===== config.mk =====
export PLATFORM = sky130hd
export DESIGN_NAME = mini_printf_formatter_core
export DESIGN_NICKNAME = d
export VERILOG_FILES = /design/src/rtl/mpf_pkg.sv /design/src/rtl/mini_printf_formatter_core.sv
export SDC_FILE = /design/constraint.sdc
export NUM_CORES = 1
export LEC_CHECK = 0
export BUFFER_PORTS_ARGS = -buffer_cell sky130_fd_sc_hd__buf_2
export CAP_MARGIN = 10
export CORE_UTILIZATION = 55
export DETAILED_ROUTE_END_ITERATION = 8
export PLACE_DENSITY_LB_ADDON = 0.05
export SLEW_MARGIN = 20
export SYNTH_ARGS = -nofsm -noshare
export SYNTH_HDL_FRONTEND = slang
export SYNTH_SLANG_ARGS = --single-unit

===== constraint.sdc =====
create_clock -name clk -period 11.15 [get_ports clk]
set_clock_uncertainty 0.15 [all_clocks]
set_input_delay 2.23 -clock clk [delete_from_list [all_inputs] [get_ports clk]]
set_output_delay 2.23 -clock clk [all_outputs]
set_load 0.03 [all_outputs]

===== src/rtl/mpf_pkg.sv =====
`timescale 1ns / 1ps
// mpf_pkg: shared types, character constants and lookup functions for the formatter
// no dependencies; used by mini_printf_formatter_core

package mpf_pkg;

    localparam int FMT_W      = 8;
    localparam int ARG_W      = 32;
    localparam int IN_TDATA_W = 40;   // fmt_byte + argument, already whole bytes
    localparam int DIGIT_W    = 4;
    localparam int DEC_DIGITS = 10;   // enough for any 32-bit value
    localparam int DIG_W      = DEC_DIGITS * DIGIT_W;
    localparam int CNT_W      = 5;

    localparam logic [CNT_W-1:0] TEXT_LEN  = 5'd21;
    localparam logic [CNT_W-1:0] HEAD_LEN  = 5'd18;
    localparam logic [CNT_W-1:0] DEC_BITS  = 5'd31; // bit steps minus one
    localparam logic [CNT_W-1:0] DEC_LEN   = 5'd10;
    localparam logic [CNT_W-1:0] HEX8_LEN  = 5'd8;
    localparam logic [CNT_W-1:0] HEX4_LEN  = 5'd4;
    localparam logic [CNT_W-1:0] HEX2_LEN  = 5'd2;

    localparam logic [7:0] CH_PERCENT = 8'h25;
    localparam logic [7:0] CH_CASE    = 8'h20;  // or-ing folds upper case to lower
    localparam logic [7:0] CH_LOW_D   = 8'h64;
    localparam logic [7:0] CH_LOW_X   = 8'h78;
    localparam logic [7:0] CH_LOW_H   = 8'h68;
    localparam logic [7:0] CH_LOW_B   = 8'h62;
    localparam logic [7:0] CH_LOW_C   = 8'h63;

    typedef enum logic [1:0] {
        MODE_HEX  = 2'd0,
        MODE_DEC  = 2'd1,
        MODE_TEXT = 2'd2
    } mode_t;

    // digit 0..15 to upper-case ascii
    function automatic logic [7:0] hex_char(input logic [DIGIT_W-1:0] d);
        logic [7:0] c;
        if (d < 4'd10)
            c = 8'h30 + {4'd0, d};
        else
            c = 8'h37 + {4'd0, d};
        return c;
    endfunction

    // character of the unknown-format message at position idx
    function automatic logic [7:0] text_char(input logic [CNT_W-1:0] idx,
                                             input logic [7:0] fmt);
        logic [7:0] c;
        case (idx)
            5'd0:    c = 8'h20;  // ' '
            5'd1:    c = 8'h5B;  // '['
            5'd2:    c = 8'h55;  // 'U'
            5'd3:    c = 8'h6E;  // 'n'
            5'd4:    c = 8'h6B;  // 'k'
            5'd5:    c = 8'h6E;  // 'n'
            5'd6:    c = 8'h6F;  // 'o'
            5'd7:    c = 8'h77;  // 'w'
            5'd8:    c = 8'h6E;  // 'n'
            5'd9:    c = 8'h20;  // ' '
            5'd10:   c = 8'h66;  // 'f'
            5'd11:   c = 8'h6F;  // 'o'
            5'd12:   c = 8'h72;  // 'r'
            5'd13:   c = 8'h6D;  // 'm'
            5'd14:   c = 8'h61;  // 'a'
            5'd15:   c = 8'h74;  // 't'
            5'd16:   c = 8'h3A;  // ':'
            5'd17:   c = 8'h20;  // ' '
            5'd18:   c = fmt;
            5'd19:   c = 8'h5D;  // ']'
            5'd20:   c = 8'h20;  // ' '
            default: c = 8'h20;
        endcase
        return c;
    endfunction

endpackage


===== src/rtl/mini_printf_formatter_core.sv =====
`timescale 1ns / 1ps
// mini_printf_formatter_core: printf-style formatter, one format byte in, ascii characters out
// depends on mpf_pkg for constants, modes and character lookup
//
// channel   dir  tdata fields (low bit up)            tlast
// s_axis    in   fmt_byte[7:0], argument[39:8]       -
// m_axis    out  out_char[7:0]                       last char caused by one item
//
// work per item:
//   plain byte, %c, %% : the character itself; a lone percent sign is taken and emits nothing
//   %x / %h / %b       : hex digits, one at a time from the top of the digit register
//   %d                 : bit-serial double-dabble bcd conversion, then leading zeros are
//                        skipped without output and the remaining digits are emitted
//   unknown letter     : the unknown-format message, one character at a time
// reset (rst_n low, async) empties the output register and clears the pending percent flag.
// a stalled m_tready holds the current character; the block takes a new item only when idle
// and the output register is free or being drained in the same cycle.

module mini_printf_formatter_core (
    input  logic        clk,
    input  logic        rst_n,
    input  logic        s_tvalid,
    output logic        s_tready,
    input  logic [39:0] s_tdata,   // fmt_byte[7:0], argument[39:8]
    output logic        m_tvalid,
    input  logic        m_tready,
    output logic [7:0]  m_tdata,   // out_char[7:0]
    output logic        m_tlast
);

    // sequencer states
    typedef enum logic [2:0] {
        ST_IDLE = 3'b001,
        ST_DEC  = 3'b010,
        ST_EMIT = 3'b100
    } state_t;

    state_t                             state_reg,   state_next;
    mpf_pkg::mode_t                     mode_reg,    mode_next;
    logic                               pend_reg,    pend_next;
    logic                               started_reg, started_next;
    logic [mpf_pkg::CNT_W-1:0]          cnt_reg,     cnt_next;
    logic [mpf_pkg::ARG_W-1:0]          sh_reg,      sh_next;
    logic [mpf_pkg::DIG_W-1:0]          dig_reg,     dig_next;
    logic [mpf_pkg::FMT_W-1:0]          fmt_reg,     fmt_next;
    logic                               m_tvalid_reg, m_tvalid_next;
    logic [7:0]                         m_tdata_reg,  m_tdata_next;
    logic                               m_tlast_reg,  m_tlast_next;

    logic [mpf_pkg::FMT_W-1:0]          fmt_in;
    logic [mpf_pkg::ARG_W-1:0]          arg_in;
    logic [7:0]                         fmt_fold;
    logic                               slot_free;
    logic                               s_fire;
    logic [mpf_pkg::DIG_W-1:0]          dig_adj;
    logic [mpf_pkg::DIGIT_W-1:0]        top_digit;
    logic                               skip_zero;
    logic [7:0]                         emit_char;

    assign fmt_in   = s_tdata[7:0];
    assign arg_in   = s_tdata[39:8];
    assign fmt_fold = fmt_in | mpf_pkg::CH_CASE;

    // output register frees up when empty or drained this cycle
    assign slot_free = !m_tvalid_reg || m_tready;
    assign s_tready  = (state_reg == ST_IDLE) && slot_free;
    assign s_fire    = s_tvalid && s_tready;

    assign m_tvalid = m_tvalid_reg;
    assign m_tdata  = m_tdata_reg;
    assign m_tlast  = m_tlast_reg;

    // double-dabble add-3 on every bcd digit, independent per digit
    always_comb
    begin
        for (int i = 0; i < mpf_pkg::DEC_DIGITS; i++)
        begin
            if (dig_reg[i*mpf_pkg::DIGIT_W +: mpf_pkg::DIGIT_W] >= 4'd5)
                dig_adj[i*mpf_pkg::DIGIT_W +: mpf_pkg::DIGIT_W] =
                    dig_reg[i*mpf_pkg::DIGIT_W +: mpf_pkg::DIGIT_W] + 4'd3;
            else
                dig_adj[i*mpf_pkg::DIGIT_W +: mpf_pkg::DIGIT_W] =
                    dig_reg[i*mpf_pkg::DIGIT_W +: mpf_pkg::DIGIT_W];
        end
    end

    // next character comes from the top digit of the digit register or the message table
    assign top_digit = dig_reg[mpf_pkg::DIG_W-1 -: mpf_pkg::DIGIT_W];
    assign skip_zero = (mode_reg == mpf_pkg::MODE_DEC) && !started_reg
                       && (top_digit == 4'd0) && (cnt_reg > 5'd1);

    always_comb
    begin
        case (mode_reg)
            mpf_pkg::MODE_TEXT: emit_char = mpf_pkg::text_char(mpf_pkg::TEXT_LEN - cnt_reg,
                                                                 fmt_reg);
            default:            emit_char = mpf_pkg::hex_char(top_digit);
        endcase
    end

    always_comb
    begin
        state_next    = state_reg;
        mode_next     = mode_reg;
        pend_next     = pend_reg;
        started_next  = started_reg;
        cnt_next      = cnt_reg;
        sh_next       = sh_reg;
        dig_next      = dig_reg;
        fmt_next      = fmt_reg;
        m_tvalid_next = m_tvalid_reg && !m_tready;
        m_tdata_next  = m_tdata_reg;
        m_tlast_next  = m_tlast_reg;

        case (state_reg)
            ST_IDLE:
            begin
                if (s_fire)
                begin
                    if (!pend_reg)
                    begin
                        if (fmt_in == mpf_pkg::CH_PERCENT)
                            pend_next = 1'b1;
                        else
                        begin
                            m_tvalid_next = 1'b1;
                            m_tdata_next  = fmt_in;
                            m_tlast_next  = 1'b1;
                        end
                    end
                    else
                    begin
                        pend_next    = 1'b0;
                        started_next = 1'b0;
                        fmt_next     = fmt_in;
                        if (fmt_in == mpf_pkg::CH_PERCENT)
                        begin
                            m_tvalid_next = 1'b1;
                            m_tdata_next  = mpf_pkg::CH_PERCENT;
                            m_tlast_next  = 1'b1;
                        end
                        else
                        begin
                            case (fmt_fold)
                                mpf_pkg::CH_LOW_C:
                                begin
                                    m_tvalid_next = 1'b1;
                                    m_tdata_next  = arg_in[7:0];
                                    m_tlast_next  = 1'b1;
                                end
                                mpf_pkg::CH_LOW_X:
                                begin
                                    mode_next  = mpf_pkg::MODE_HEX;
                                    dig_next   = {arg_in, 8'd0};
                                    cnt_next   = mpf_pkg::HEX8_LEN;
                                    state_next = ST_EMIT;
                                end
                                mpf_pkg::CH_LOW_H:
                                begin
                                    mode_next  = mpf_pkg::MODE_HEX;
                                    dig_next   = {arg_in[15:0], 24'd0};
                                    cnt_next   = mpf_pkg::HEX4_LEN;
                                    state_next = ST_EMIT;
                                end
                                mpf_pkg::CH_LOW_B:
                                begin
                                    mode_next  = mpf_pkg::MODE_HEX;
                                    dig_next   = {arg_in[7:0], 32'd0};
                                    cnt_next   = mpf_pkg::HEX2_LEN;
                                    state_next = ST_EMIT;
                                end
                                mpf_pkg::CH_LOW_D:
                                begin
                                    mode_next  = mpf_pkg::MODE_DEC;
                                    sh_next    = arg_in;
                                    dig_next   = '0;
                                    cnt_next   = mpf_pkg::DEC_BITS;
                                    state_next = ST_DEC;
                                end
                                default:
                                begin
                                    mode_next  = mpf_pkg::MODE_TEXT;
                                    cnt_next   = mpf_pkg::TEXT_LEN;
                                    state_next = ST_EMIT;
                                end
                            endcase
                        end
                    end
                end
            end

            ST_DEC:
            begin
                // one binary bit into the bcd register per cycle, msb first
                dig_next = {dig_adj[mpf_pkg::DIG_W-2:0], sh_reg[mpf_pkg::ARG_W-1]};
                sh_next  = {sh_reg[mpf_pkg::ARG_W-2:0], 1'b0};
                if (cnt_reg == '0)
                begin
                    cnt_next   = mpf_pkg::DEC_LEN;
                    state_next = ST_EMIT;
                end
                else
                    cnt_next = cnt_reg - 5'd1;
            end

            ST_EMIT:
            begin
                if (skip_zero)
                begin
                    // drop a leading zero digit, no output
                    dig_next = {dig_reg[mpf_pkg::DIG_W-mpf_pkg::DIGIT_W-1:0], 4'd0};
                    cnt_next = cnt_reg - 5'd1;
                end
                else if (slot_free)
                begin
                    m_tvalid_next = 1'b1;
                    m_tdata_next  = emit_char;
                    m_tlast_next  = (cnt_reg == 5'd1);
                    started_next  = 1'b1;
                    dig_next      = {dig_reg[mpf_pkg::DIG_W-mpf_pkg::DIGIT_W-1:0], 4'd0};
                    cnt_next      = cnt_reg - 5'd1;
                    if (cnt_reg == 5'd1)
                        state_next = ST_IDLE;
                end
            end

            default:
            begin
                state_next = ST_IDLE;
            end
        endcase
    end

    // control state
    always_ff @(posedge clk or negedge rst_n)
    begin
        if (!rst_n)
        begin
            state_reg    <= ST_IDLE;
            pend_reg     <= 1'b0;
            m_tvalid_reg <= 1'b0;
        end
        else
        begin
            state_reg    <= state_next;
            pend_reg     <= pend_next;
            m_tvalid_reg <= m_tvalid_next;
        end
    end

    // payload and working registers
    always_ff @(posedge clk)
    begin
        mode_reg    <= mode_next;
        started_reg <= started_next;
        cnt_reg     <= cnt_next;
        sh_reg      <= sh_next;
        dig_reg     <= dig_next;
        fmt_reg     <= fmt_next;
        m_tdata_reg <= m_tdata_next;
        m_tlast_reg <= m_tlast_next;
    end

`ifndef SYNTHESIS
    // emission never runs with an exhausted counter
    a_emit_cnt: assert property (@(posedge clk) disable iff (!rst_n)
        (state_reg == ST_EMIT) |-> (cnt_reg != '0))
        else $error("emit state with zero count");

    // a fresh percent sign arms the flag and emits nothing
    a_percent_arms: assert property (@(posedge clk) disable iff (!rst_n)
        (s_fire && !pend_reg && (fmt_in == mpf_pkg::CH_PERCENT))
        |=> (pend_reg && (m_tvalid_reg == ($past(m_tvalid_reg) && !$past(m_tready)))))
        else $error("percent sign did not arm cleanly");

    // bcd conversion leaves a valid decimal digit on top
    a_bcd_digit: assert property (@(posedge clk) disable iff (!rst_n)
        ((state_reg == ST_EMIT) && (mode_reg == mpf_pkg::MODE_DEC)) |-> (top_digit <= 4'd9))
        else $error("bcd digit out of range");

    // a multi-character item ends with a last character in the output register
    a_emit_ends_last: assert property (@(posedge clk) disable iff (!rst_n)
        ((state_reg == ST_IDLE) && $past(state_reg == ST_EMIT)) |-> (m_tvalid_reg && m_tlast_reg))
        else $error("emission ended without last");
`endif

endmodule

==> out/results.txt, run 1 <==
final hold violation count: 0
failing checks: DRC
Remaining Overflow, GRT: 0
maximum VDD drop: 0.000104 V
initial drt markers: 589
Yosys cell types: 66
Die H: 112 µm
Post-synth EDFFs: 97
clock root cell: clkbuf_16
Synthesized Nets: 750
startpoint types: primary input
Fin Setup TNS: 0 ps
r2r worst-path depth: 7
Core Box Area: 11600 µm²
HPWL Detailed: 11700 µm
Pleak: 2.75 nW
min-delay src: state_reg[0]
Post-CTS Hold Buffers: 0
Top Ports: 55
Tmin final: 5250 ps
Via density: 6.32
worst reg2reg path endpoint: dig_reg[19]
CTS Buf Count: 9
vias in the first global route: 5209
critical path type: in -> out
reg2reg setup slack: 7720 ps
clock-pin slew on the worst setup and hold paths: 70 ps
status: finished, violations left
WL/cell: 19.3 µm
H-tree levels: 3
Max Root-Sink Buffers: 2
# Post-CTS Setup Buffers: 0
total track usage: 28.1%
maxcap violations: 0
Syn Area/Cell: 9.76 µm²
die area: 12500 µm²
Diodes inserted: 0
Hold EP: state_reg[0]
Area Growth Syn to Fin: 9.60%
Critical Path Sink Type: primary output
GP Congestion: 0.949
largest net degree at the start of global routing: 69
Antenna Nets Post-Route: 0
vias: 5430
endpoints failing setup: 0
synthesized area: 6610 µm²
Ys Warns: 0
clock sinks: 102
Port Buffers: 54
DIE WIDTH: 112 µm
register bit total from synthesis: 102
normalized max-slew margin: 30.0%
worst hold path class: reg -> reg
number of antenna violations at the first check in global routing: 0
Starting Density: 57.1%
clk_lat worst skew: 360 ps
WP data required: 8770 ps
Tot Pwr: 794 µW
drt total wl: 16600 µm
fraction of registers with async set/reset: 4.90%
Slew Limit Fails: 0
Post-synth top flop: edfxtp_1
# resized after CTS: 0
share of post-route cells with drive strength above 1: 13.3%
max FFs per register: 40
f_max: 190 MHz
Critical Path AT: 2870 ps
first-pass GRT wire length: 27100 µm
drt pass-1 iters: 8
reg-to-reg critical path startpoint: state_reg[1]
Post-Syn Instances: 677
largest fanout on the critical path: 4
Total Nets Final: 784
Tcrit/Tclk final: 47.1%
hold path depth: 2
worst-margin pin slew: 1040 ps
post-synthesis sequential area ratio: 46.0%
Power Density: 110 nW/µm²
drc violations: 6
RSZ-0062 raised after global routing: no
row cnt: 39
CTS tree: built
## critical path, stage by stage
cell and delay (ps):
buf_2 100, nor2b_1 260, nor2_1 90, buf_2 180
## through the flow
step / hold WS [ps] / area [µm²] / std cells / setup slack, ps / util (%)
2_1_floorplan: 316 / 6610 / 677 / 5570 / -
5_1_grt: 384 / 7240 / 859 / 5860 / 62.6
6_report: 359 / 7240 / 859 / 5900 / 62.6
3_5_place_dp: 345 / 6940 / 843 / 5910 / 60.0
3_3_place_gp: 339 / 6940 / 843 / 5940 / 60.0
4_1_cts: 357 / 7240 / 859 / 5890 / 62.6
## Yosys cell counts (all sizes together) (16+ instances only)
master  instances  area, µm²
o21ai          35        175
nor2           40        150
edfxtp         97       2910
a21oi          52        272
nand2         134        503
xnor2          16        140
a221o          16        160
clkbuf         23       86.3
ha             29        363
nand2b         17        106
inv            32        120
## worst max-delay path by stage
stage,depth (start not counted),start,to,slack [ps]
after floorplan,4,s_tdata[0],dig_reg[0],5570
after global placement,4,m_tready,s_tready,5940
after detailed placement,4,m_tready,s_tready,5910
after CTS,4,m_tready,s_tready,5890
after global routing,4,m_tready,s_tready,5860
final,4,m_tready,s_tready,5900
## layer usage
| metal | GRT usage, % | share of wire [%] | up-vias | wire [µm] |
|---|---|---|---|---|
| met5 | 0 | 0 | - | 0 |
| met4 | 15.0 | 3.8 | 0 | 622 |
| met3 | 3.81 | 7.5 | 36 | 1240 |
| met2 | 44.9 | 46 | 248 | 7630 |
| met1 | 37.4 | 43 | 2575 | 7080 |
| li1 | - | - | 2571 | - |
## placed cells by master (no fill, tap or decap), types with 5 or more instances in the layout
| master | n |
|---|---|
| o21ai_0 | 34 |
| a22oi_1 | 15 |
| and3_1 | 7 |
| o221ai_1 | 10 |
| edfxtp_1 | 97 |
| nor2b_1 | 13 |
| a31oi_1 | 5 |
| xnor2_1 | 16 |
| a221o_1 | 16 |
| nor3_1 | 15 |
| buf_2 | 54 |
| a222oi_1 | 8 |
| clkbuf_16 | 9 |
| ha_1 | 29 |
| nor2_1 | 40 |
| a21oi_1 | 50 |
| a211oi_1 | 9 |
| nand2_1 | 134 |
| nand2b_1 | 17 |
| nand3_1 | 9 |
| nor3b_1 | 9 |
| mux2i_1 | 7 |
| buf_4 | 6 |
| inv_1 | 32 |
## cell families (layout without fill, tap and decap cells)
group           Yosys count  count (layout)  synth area share [%]
fa+ha+maj                29              29                  5.49
xor+xnor                 23              23                  3.82
simple gates            267             267                  19.9
mux                       9               9                  1.46
flops                   102             102                  46.0
compound gates          178             178                  18.9
buf+inv                  69             108                  4.49
## report_power, final
part	leakage, nW	switching [mW]	internal, mW
logic	1.68	0.0316	0.0196
registers	0.933	0.000680	0.421
clock network	0.139	0.147	0.174
total	2.75	0.179	0.615
## layout make-up
class	instances	area (µm²)
flip-flops and latches	102	3040
multi-input cells	506	3290
clock inverters	7	75.1
repair buffers	60	315
well taps	143	179
clock buffers	9	225
fillers	969	4320
inverters	32	120
(Power assumes the default switching activity.)
==> run 2, diff against run 1 <==
clock period = 4.8 ns   (was 11.15 ns; I/O delays follow)
==> out/results.txt, run 2 (synthesis gave the netlist of run 1 again) <==
initial drt markers: 466 (-21%)
hold_ws: 271 ps (-87.5 ps)
sequential share of power: 50.6% (-2.5 points)
vias: 5465 (+0.64%)
most common cell after layout, fill and taps aside: nand2_1
Net Switching: 400 µW (+120%)
CTS tree: built
Area Growth Syn to Fin: 10.2%
Total Nets Final: 784 (unchanged)
largest net degree at the start of global routing: 68 (-1.4%)
Port Buffers: 54 (unchanged)
max FFs per register: 40 (unchanged)
internal power: 1.54 mW (+150%)
Diodes inserted: 0 (unchanged)
vias in the first global route: 5404 (+3.7%)
Starting Density: 57.1% (unchanged)
worst hold path class: in -> async
status: finished, violations left
Critical Path Sink Type: flip-flop
Max Root-Sink Buffers: 2 (unchanged)
design area: 7280 µm² (+0.55%)
die area: 12500 µm² (unchanged)
maxcap violations: 0 (unchanged)
Remaining Overflow, GRT: 0 (unchanged)
Top Ports: 55 (unchanged)
DIE WIDTH: 112 µm (unchanged)
largest fanout on the critical path: 11 (+7)
Die H: 112 µm (unchanged)
Power Density: 266 nW/µm² (+140%)
clk_lat worst skew: 350 ps (about the same)
normalized max-slew margin: 33.1% (+3.1 points)
clock network power share: 43.2% (+2.7 points)
first-pass GRT wire length: 27700 µm (+2.4%)
Pleak: 2.77 nW (+0.90%)
Core Box Area: 11600 µm² (unchanged)
endpoints failing setup: 0 (unchanged)
Tmin final: 3290 ps
clock-pin slew on the worst setup and hold paths: 70 ps (about the same)
total track usage: 28.5% (+0.42 points)
GP Congestion: 0.904 (-4.8%)
most frequent cells in the layout: nand2_1, edfxtp_1, buf_2, a21oi_1, nor2_1
final hold violation count: 0 (unchanged)
reg2reg setup slack: 1510 ps (-6210 ps)
WL/cell: 19.9 µm (+3.3%)
drc violations: 6 (unchanged)
CTS Buf Count: 9 (unchanged)
Critical Path AT: 3200 ps (+330 ps)
# Post-CTS Setup Buffers: 0 (unchanged)
Via density: 6.36 (+0.64%)
clock sinks: 102 (unchanged)
combinational group share of total power: 6.2% (-0.3 points)
failing checks: DRC
clock root cell: clkbuf_16
# resized after CTS: 0 (unchanged)
Post-DP Area: 6940 µm² (unchanged)
drt pass-1 iters: 7 (-1)
share of post-route cells with drive strength above 1: 13.1% (-0.14 points)
startpoint types: flip-flop
HPWL Detailed: 12200 µm (+4.4%)
row cnt: 39 (unchanged)
H-tree levels: 3 (unchanged)
Tcrit/Tclk final: 68.6%
Slew Limit Fails: 0 (unchanged)
Antenna Nets Post-Route: 0 (unchanged)
maximum VDD drop: 0.000226 V (+120%)
number of antenna violations at the first check in global routing: 0 (unchanged)
f_max: 304 MHz
worst-margin pin slew: 996 ps (-46.5 ps)
Post-CTS Hold Buffers: 0 (unchanged)
Fin Setup TNS: 0 ps (unchanged)
switching fraction of total power: 20.7% (-1.9 points)
RSZ-0062 raised after global routing: no
drt total wl: 17100 µm (+3.3%)
WP data required: 4710 ps (-4060 ps)
critical path type: reg -> reg
## run 2: cell type report
type / instances / area (µm²)
Timing Repair Buffer: 60 / 315
Fill cell: 963 / 4280
Multi-Input combinational cell: 506 / 3290
Inverter: 32 / 120
Clock inverter: 5 / 108
Clock buffer: 11 / 233
Sequential cell: 102 / 3040
Tap cell: 143 / 179
## run 2: power groups by stage
stage	combinational [mW]	clock, mW	sequential, mW
after CTS	0.118	0.844	0.980
after global placement	0.115	0	0.999
after detailed placement	0.118	0	0.999
after floorplan	0.0538	0	1.01
final	0.120	0.837	0.979
after global routing	0.129	0.874	0.980
## run 2: path summary, 6_finish.rpt
check | from | end | depth (start not counted)
setup / recovery | cnt_reg[2] | m_tdata[2] | 6
hold / removal | rst_n | m_tvalid | 1
setup reg to reg | cnt_reg[2] | m_tdata[2] | 6
hold reg to reg | sh_reg[1] | sh_reg[2] | 2
max in group asynchronous | rst_n | state_reg[0] | 1
min in group clk | sh_reg[1] | sh_reg[2] | 2
## run 2: layer usage
| metal | part of all wire (%) | global-route usage, % | vias up |
|---|---|---|---|
| li1 | - | - | 2572 |
| met1 | 43 | 37.8 | 2599 |
| met2 | 47 | 46.9 | 250 |
| met3 | 6.4 | 3.59 | 44 |
| met4 | 3.5 | 12.9 | 0 |
| met5 | 0 | 0 | - |
## run 2: worst max-delay path, cell delays in order, from the launching register on
cell and delay [ps]:
edfxtp_1 520, ha_1 320, xnor2_1 800, mux2i_1 310, a221oi_1 100, o311ai_0 600
o21ai_0 200
## run 2: through the flow
step / setup slack (ps) / utilization (%) / std cells / power [mW]
floorplan: 485 / - / 677 / 1.06
global placement: 1440 / 60.0 / 843 / 1.11
detailed placement: 1400 / 60.0 / 843 / 1.12
CTS: 1590 / 63.0 / 859 / 1.94
global route: 1400 / 63.0 / 859 / 1.98
finish: 1510 / 63.0 / 859 / 1.94
